<file path="src/hdl/llenv_pkg.sv">
// ----------------------------------------------------------------------------
// Latitude/longitude environment map lookup: shared definitions
// Fixed-point formats, store geometry, the CORDIC angle table and the
// sideband record that travels with each transaction through the pipeline.
// ----------------------------------------------------------------------------
package llenv_pkg;

    localparam int MAX_WIDTH    = 1024;
    localparam int MAX_HEIGHT   = 512;
    localparam int CORDIC_STEPS = 16;

    localparam int COL_W   = 10;
    localparam int ROW_W   = 9;
    localparam int ADDR_W  = COL_W + ROW_W;
    localparam int DEPTH   = 2 ** ADDR_W;
    localparam int WCFG_W  = 11;
    localparam int HCFG_W  = 10;
    localparam int DIR_W   = 16;
    localparam int CH_W    = 16;
    localparam int TEX_W   = 3 * CH_W;
    localparam int SCL_W   = DIR_W + 8;
    localparam int VEC_W   = 28;
    localparam int ANG_W   = 27;
    localparam int SQ_W    = 48;
    localparam int ROOT_W  = 24;
    localparam int REM_W   = ROOT_W + 3;
    localparam int PX_W    = 20;
    localparam int PY_W    = 19;
    localparam int POSX_W  = 19;
    localparam int POSY_W  = 18;
    localparam int PADDR_W = 3;

    localparam logic signed [ANG_W-1:0] ANG_HALF    = ANG_W'(8388608);
    localparam logic signed [ANG_W-1:0] ANG_QUARTER = ANG_W'(4194304);

    localparam logic REG_MAP_WIDTH  = 1'b0;
    localparam logic REG_MAP_HEIGHT = 1'b1;

    typedef enum logic {
        ACT_WRITE  = 1'b0,
        ACT_LOOKUP = 1'b1
    } action_t;

    typedef struct packed {
        logic               lookup;
        logic [COL_W-1:0]   wcol;
        logic [ROW_W-1:0]   wrow;
        logic [TEX_W-1:0]   wdata;
        logic               xz_zero;
        logic               all_zero;
    } item_t;

    // atan(2^-i) in turns with 24 fraction bits.
    function automatic logic signed [ANG_W-1:0] atan_turn(input int i);
        case (i)
            0:  return ANG_W'(2097152);
            1:  return ANG_W'(1238021);
            2:  return ANG_W'(654136);
            3:  return ANG_W'(332050);
            4:  return ANG_W'(166669);
            5:  return ANG_W'(83420);
            6:  return ANG_W'(41718);
            7:  return ANG_W'(20860);
            8:  return ANG_W'(10430);
            9:  return ANG_W'(5215);
            10: return ANG_W'(2608);
            11: return ANG_W'(1304);
            12: return ANG_W'(652);
            13: return ANG_W'(326);
            14: return ANG_W'(163);
            15: return ANG_W'(81);
            16: return ANG_W'(41);
            17: return ANG_W'(20);
            18: return ANG_W'(10);
            19: return ANG_W'(5);
            20: return ANG_W'(3);
            21: return ANG_W'(1);
            22: return ANG_W'(1);
            default: return '0;
        endcase
    endfunction

endpackage

</file>
<file path="src/hdl/llenv_cordic.sv">
// ----------------------------------------------------------------------------
// Vectoring CORDIC pipeline
// Returns atan2(vec_y, vec_x) in turns, one stage for the half-turn
// pre-rotation and one stage per micro-rotation.
// ----------------------------------------------------------------------------
module llenv_cordic (
    input  logic                               clk,
    input  logic                               adv,
    input  logic signed [llenv_pkg::VEC_W-1:0] vec_y,
    input  logic signed [llenv_pkg::VEC_W-1:0] vec_x,
    output logic signed [llenv_pkg::ANG_W-1:0] angle
);
    import llenv_pkg::*;

    logic signed [VEC_W-1:0] vx_reg  [0:CORDIC_STEPS];
    logic signed [VEC_W-1:0] vy_reg  [0:CORDIC_STEPS];
    logic signed [ANG_W-1:0] ang_reg [0:CORDIC_STEPS];

    always_ff @(posedge clk)
    begin
        if (adv)
        begin
            if (vec_x < 0)
            begin
                ang_reg[0] <= (vec_y >= 0) ? ANG_HALF : -ANG_HALF;
                vx_reg[0]  <= -vec_x;
                vy_reg[0]  <= -vec_y;
            end
            else
            begin
                ang_reg[0] <= '0;
                vx_reg[0]  <= vec_x;
                vy_reg[0]  <= vec_y;
            end
        end
    end

    for (genvar k = 1; k <= CORDIC_STEPS; k++)
    begin : g_step
        always_ff @(posedge clk)
        begin
            if (adv)
            begin
                if (vy_reg[k-1] >= 0)
                begin
                    vx_reg[k]  <= vx_reg[k-1] + (vy_reg[k-1] >>> (k-1));
                    vy_reg[k]  <= vy_reg[k-1] - (vx_reg[k-1] >>> (k-1));
                    ang_reg[k] <= ang_reg[k-1] + atan_turn(k-1);
                end
                else
                begin
                    vx_reg[k]  <= vx_reg[k-1] - (vy_reg[k-1] >>> (k-1));
                    vy_reg[k]  <= vy_reg[k-1] + (vx_reg[k-1] >>> (k-1));
                    ang_reg[k] <= ang_reg[k-1] - atan_turn(k-1);
                end
            end
        end
    end

    assign angle = ang_reg[CORDIC_STEPS];

endmodule

</file>
<file path="config.mk">
export PLATFORM = sky130hd
export DESIGN_NAME = llenv_cordic
export DESIGN_NICKNAME = d
export VERILOG_FILES = /design/src/hdl/llenv_pkg.sv /design/src/hdl/llenv_cordic.sv
export SDC_FILE = /design/constraint.sdc
export NUM_CORES = 2
export LEC_CHECK = 0
export BUFFER_PORTS_ARGS = -buffer_cell sky130_fd_sc_hd__buf_2
export CELL_PAD_IN_SITES_DETAIL_PLACEMENT = 1
export CELL_PAD_IN_SITES_GLOBAL_PLACEMENT = 2
export CORE_MARGIN = 2
export CORE_UTILIZATION = 38
export CTS_CLUSTER_DIAMETER = 50
export DETAILED_ROUTE_END_ITERATION = 7
export HOLD_SLACK_MARGIN = 0.15
export PLACE_DENSITY = 0.82
export SLEW_MARGIN = 20
export SYNTH_ARGS = -nofsm -noshare
export SYNTH_HDL_FRONTEND = slang
export SYNTH_SLANG_ARGS = --single-unit
</file>
<file path="constraint.sdc">
create_clock -name clk -period 5.6 [get_ports clk]
set_input_delay 0.84 -clock clk [delete_from_list [all_inputs] [get_ports clk]]
set_output_delay 0.84 -clock clk [all_outputs]
set_load 0.01 [all_outputs]
</file>
# Word-level counts from Yosys, hierarchy flattened
# Memory sizes are Yosys's and may differ from the RTL's.
# Cells that the tools add are included.
# op_classes
addsub	97
order_cmp	18
n_mux	154
bitwise_logic	51
# op_table
operator	count
$mux W28	34
$mux W27	18
$ge A28 B1 Y1 const B	17
$mux W1	102
$add A28 B13 Y28	2
$add A28 B14 Y28	2
$add A28 B15 Y28	2
$add A28 B16 Y28	2
$add A28 B17 Y28	2
$add A28 B18 Y28	2
$add A28 B19 Y28	2
$add A28 B20 Y28	2
$add A28 B21 Y28	2
$add A28 B22 Y28	2
$add A28 B23 Y28	2
$add A28 B24 Y28	2
$add A28 B25 Y28	2
$add A28 B26 Y28	2
$add A28 B27 Y28	2
$neg A28 Y28	2
$sub A28 B13 Y28	2
$sub A28 B14 Y28	2
$sub A28 B15 Y28	2
$sub A28 B16 Y28	2
other kinds (47)	109
# word_totals
ff_bits	0
ram_bits	1411
out_inout_bits	27
memories	3
# mem_list
name	depth	word_bits	read_ports	rd_clocked_by_memory_dff	wr	line_no	text
vx_reg	17	28	16	0	17	llenv_cordic.sv:15	logic signed [VEC_W-1:0] vx_reg [0:CORDIC_STEPS];
vy_reg	17	28	16	0	17	llenv_cordic.sv:16	logic signed [VEC_W-1:0] vy_reg [0:CORDIC_STEPS];
ang_reg	17	27	17	0	17	llenv_cordic.sv:17	logic signed [ANG_W-1:0] ang_reg [0:CORDIC_STEPS];

# Depth between registers and ports, before layout
# depth
depth_word	5
ltp_mapped	21
depth_no_buf	20

# Worst setup path before layout
# OpenSTA, ideal clock, no wires.
# synth_path
kind	input port to flip-flop
startpoint	input adv
endpoint	memory vx_reg[8][26] (data pin)
arrival_time_ps	5105
required_ps	5342
path_slack_ps	238
stages	19
path_buffers	5
cell_sequence	and2_1 buf_2 clkinv_2 clkbuf_1 clkbuf_1 buf_1 buf_1 mux2i_1 fa_1 a21o_1 a211o_1 a2111oi_2 o31ai_1 a311o_1 o221ai_2 o211a_1 o21bai_1 a21oi_1 xnor2_1
# synth_lines
item	line_no	text
start: declaration	llenv_cordic.sv:8	input logic adv,
end: declaration	llenv_cordic.sv:15	

==> results.py <==
metrics = {
    "drt": {
        "met2_length_um": 153000,
        "m1WireLength_um": 137000,
        "drtPass1Iterations": 5,
        "postRouteWirelength_um": 305000,
        "antenna_left": 0,
        "drc_errors": 0,
        "routed.top_layer": "met4",
        "drt_iter0_drc": 4672,
        "route.met3.wl_um": 8210,
        "vias_per_cell": 5.66,
        "wl_per_cell_um": 20.6,
        "vias": 84000,
    },
    "cts": {
        "cts_made_buffers": 191,
        "clock_sinks": 1203,
        "clock_latency_ns": 0.87,
        "cts_setup_buffers": 0,
        "clkTransAtPathRegs_ns": 0.06,
        "cts_max_level": 4,
        "tritoncts": "done",
        "clockBufferDepth": 4,
        "root_buffer": "clkbuf_16",
        "holdBufCountCts": 0,
        "cts-resized-gates": 0,
    },
    "timing": {
        "slew_violations": 0,
        "fmax_mhz": 196,
        "worst_pin_slew_ns": 0.980,
        "hold_violations": 0,
        "min_period_over_period_pct": 91.2,
        "finClkSkew_ns": 0.0731,
        "rsz0062_at_grt": "no",
        "finalSetupViolCount": 0,
        "relSlewSlack_pct": 34.7,
        "fin_tns_setup_ns": 0,
        "fin_crit_ns": 5.11,
    },
    "synthesis": {
        "yosysTopAreaCellShare_pct": 35.2,
        "ys_seq_area_share_pct": 35.2,
        "netlist_top_cells_area": "edfxtp_1 (35%), ha_1 (11%), xnor2_1 (9.1%)",
        "synth_most_common_cell": "edfxtp_1",
        "synth_warnings": 0,
        "synthFlopType": "edfxtp_1",
        "synthCells": 11100,
        "synthesis.area_mm2": 0.103,
        "synth.avg_cell_area_um2": 9.27,
        "synth_seq_cells": 1203,
        "syn_nets": 12100,
        "synth_area_leader_cell": "edfxtp_1",
        "async_flop_share_pct": 0,
        "yosys-top-cells-count": "edfxtp_1 (1203), xnor2_1 (1068), a21oi_1 (949), ha_1 (929), nor2_1 (925)",
        "ys_types": 122,
        "synth_edf_count": 1203,
    },
    "layout": {
        "drive_above_1_share_pct": 6.65,
        "layout.nets": 12100,
        "largest_register_ffs": 420,
        "stdcell_area_mm2": 0.114,
        "area_growth_pct": 10.8,
    },
    "die": {
        "io-pin-count": 85,
        "floorplan.die.width_um": 523,
        "fp-row-count": 190,
        "die_area_mm2": 0.274,
        "initial_core_util_pct": 38.2,
        "die_y_um": 523,
        "core_mm2": 0.268,
    },
    "global_routing": {
        "grt_usage_pct": 21.8,
        "grt_start_max_net_pins": 129,
        "first_global_vias": 87900,
        "overflow": 0,
        "grt_pass1_wl_um": 490000,
        "grt_antenna_before_repair": 3,
    },
    "placement": {
        "place_area_mm2": 0.107,
        "portBuffers": 83,
        "place_congestion": 0.881,
        "dp_hpwl_um": 240000,
    },
    "worst_setup_path": {
        "start_kind": "flip-flop",
        "worstPathArrival_ns": 5.70,
        "path_max_fanout": 6,
        "endpoint_kind": "flip-flop",
        "crit_type": "reg -> reg",
        "required_ns": 6.19,
    },
    "outcome": {
        "status": "complete, no violations",
    },
    "hold_path": {
        "hold_class": "in -> reg",
    },
    "run": {
        "maxCapViolations": 0,
    },
}
-- through the flow --
step	instances	utilization, %	worst slack, ns	hold WS (ns)
CTS	14800	42.4	0.491	0.161
detailed placement	14500	40.0	0.342	0.409
finish	14800	42.4	0.492	0.239
global route	14800	42.4	0.0412	0.201
floorplan	11100	-	0.238	0.400
global placement	14500	40.0	0.354	0.404
-- path summary, 6_finish.rpt --
| kind | start | slack [ns] | depth (start not counted) | end |
|---|---|---|---|---|
| worst min register to register | ang_reg[11][2] | 0.42 | 0 | ang_reg[12][2] |
| worst max-delay path | vx_reg[10][15] | 0.49 | 18 | vy_reg[11][27] |
| worst min-delay path | vec_x[0] | 0.24 | 1 | vx_reg[0][0] |
| worst max register to register | vx_reg[10][15] | 0.49 | 18 | vy_reg[11][27] |
-- layout by cell type, fill, tap and decap left out, drive strengths merged, types with 68 or more instances in the layout --
master	instances
edfxtp	1203
a211oi	96
o211ai	68
nand2	734
and3	111
o41ai	91
or3	105
o21a	136
buf	254
nor4	115
inv	528
o31ai	152
and2	70
nand3	224
nor2b	106
nor3	349
ha	929
nand4	76
mux2i	91
nor2	926
nand2b	141
a31oi	124
a21o	282
a21oi	952
o21bai	126
xnor2	1068
clkbuf	213
xor2	551
o21ai	657
-- kinds of logic after synthesis --
group,share of synthesized area (%)
AO/OA/AOI/OAI,19.6
XOR/XNOR,13.8
adder cells (fa/ha/maj),12.1
buffers and inverters,3.22
flip-flops,35.2
multiplexers,1.20
other,0.00366
AND/OR/NAND/NOR,14.9
-- layout make-up --
class | count | area (um^2)
Fill cell | 30700 | 155000
Multi-Input combinational cell | 8996 | 63100
Sequential cell | 1203 | 36100
Clock buffer | 213 | 4970
Tap cell | 3552 | 4440
Timing Repair Buffer | 254 | 1800
Inverter | 478 | 1800
Clock inverter | 140 | 1380
Antenna cell | 1 | 2.50
-- routing by layer --
metal / GRT usage, % / vias to the layer above
li1: - / 41000
met1: 28.2 / 41600
met2: 39.0 / 1013
met3: 2.07 / 389
met4: 5.17 / 0
met5: 0 / -
-- critical path, cell delays in order, from the launching register on --
cell and delay (ns):
edfxtp_1 0.50, or4_1 0.53, nor2_1 0.15, nand2_1 0.13, or4_1 0.44, or4_1 0.43, o21ai_1 0.32, nand2_1 0.11
ha_1 0.34, a211o_1 0.28, a21oi_1 0.11, o21ai_0 0.13, nand2_1 0.09, o21ai_0 0.08, o21ai_0 0.23, a21oi_1 0.13
o41ai_1 0.49, mux2i_1 0.26, nand4_1 0.09
Power is left out: the tool's default activity adds up to more than one toggle a clock period on the data nets, which glitch-free logic cannot reach.
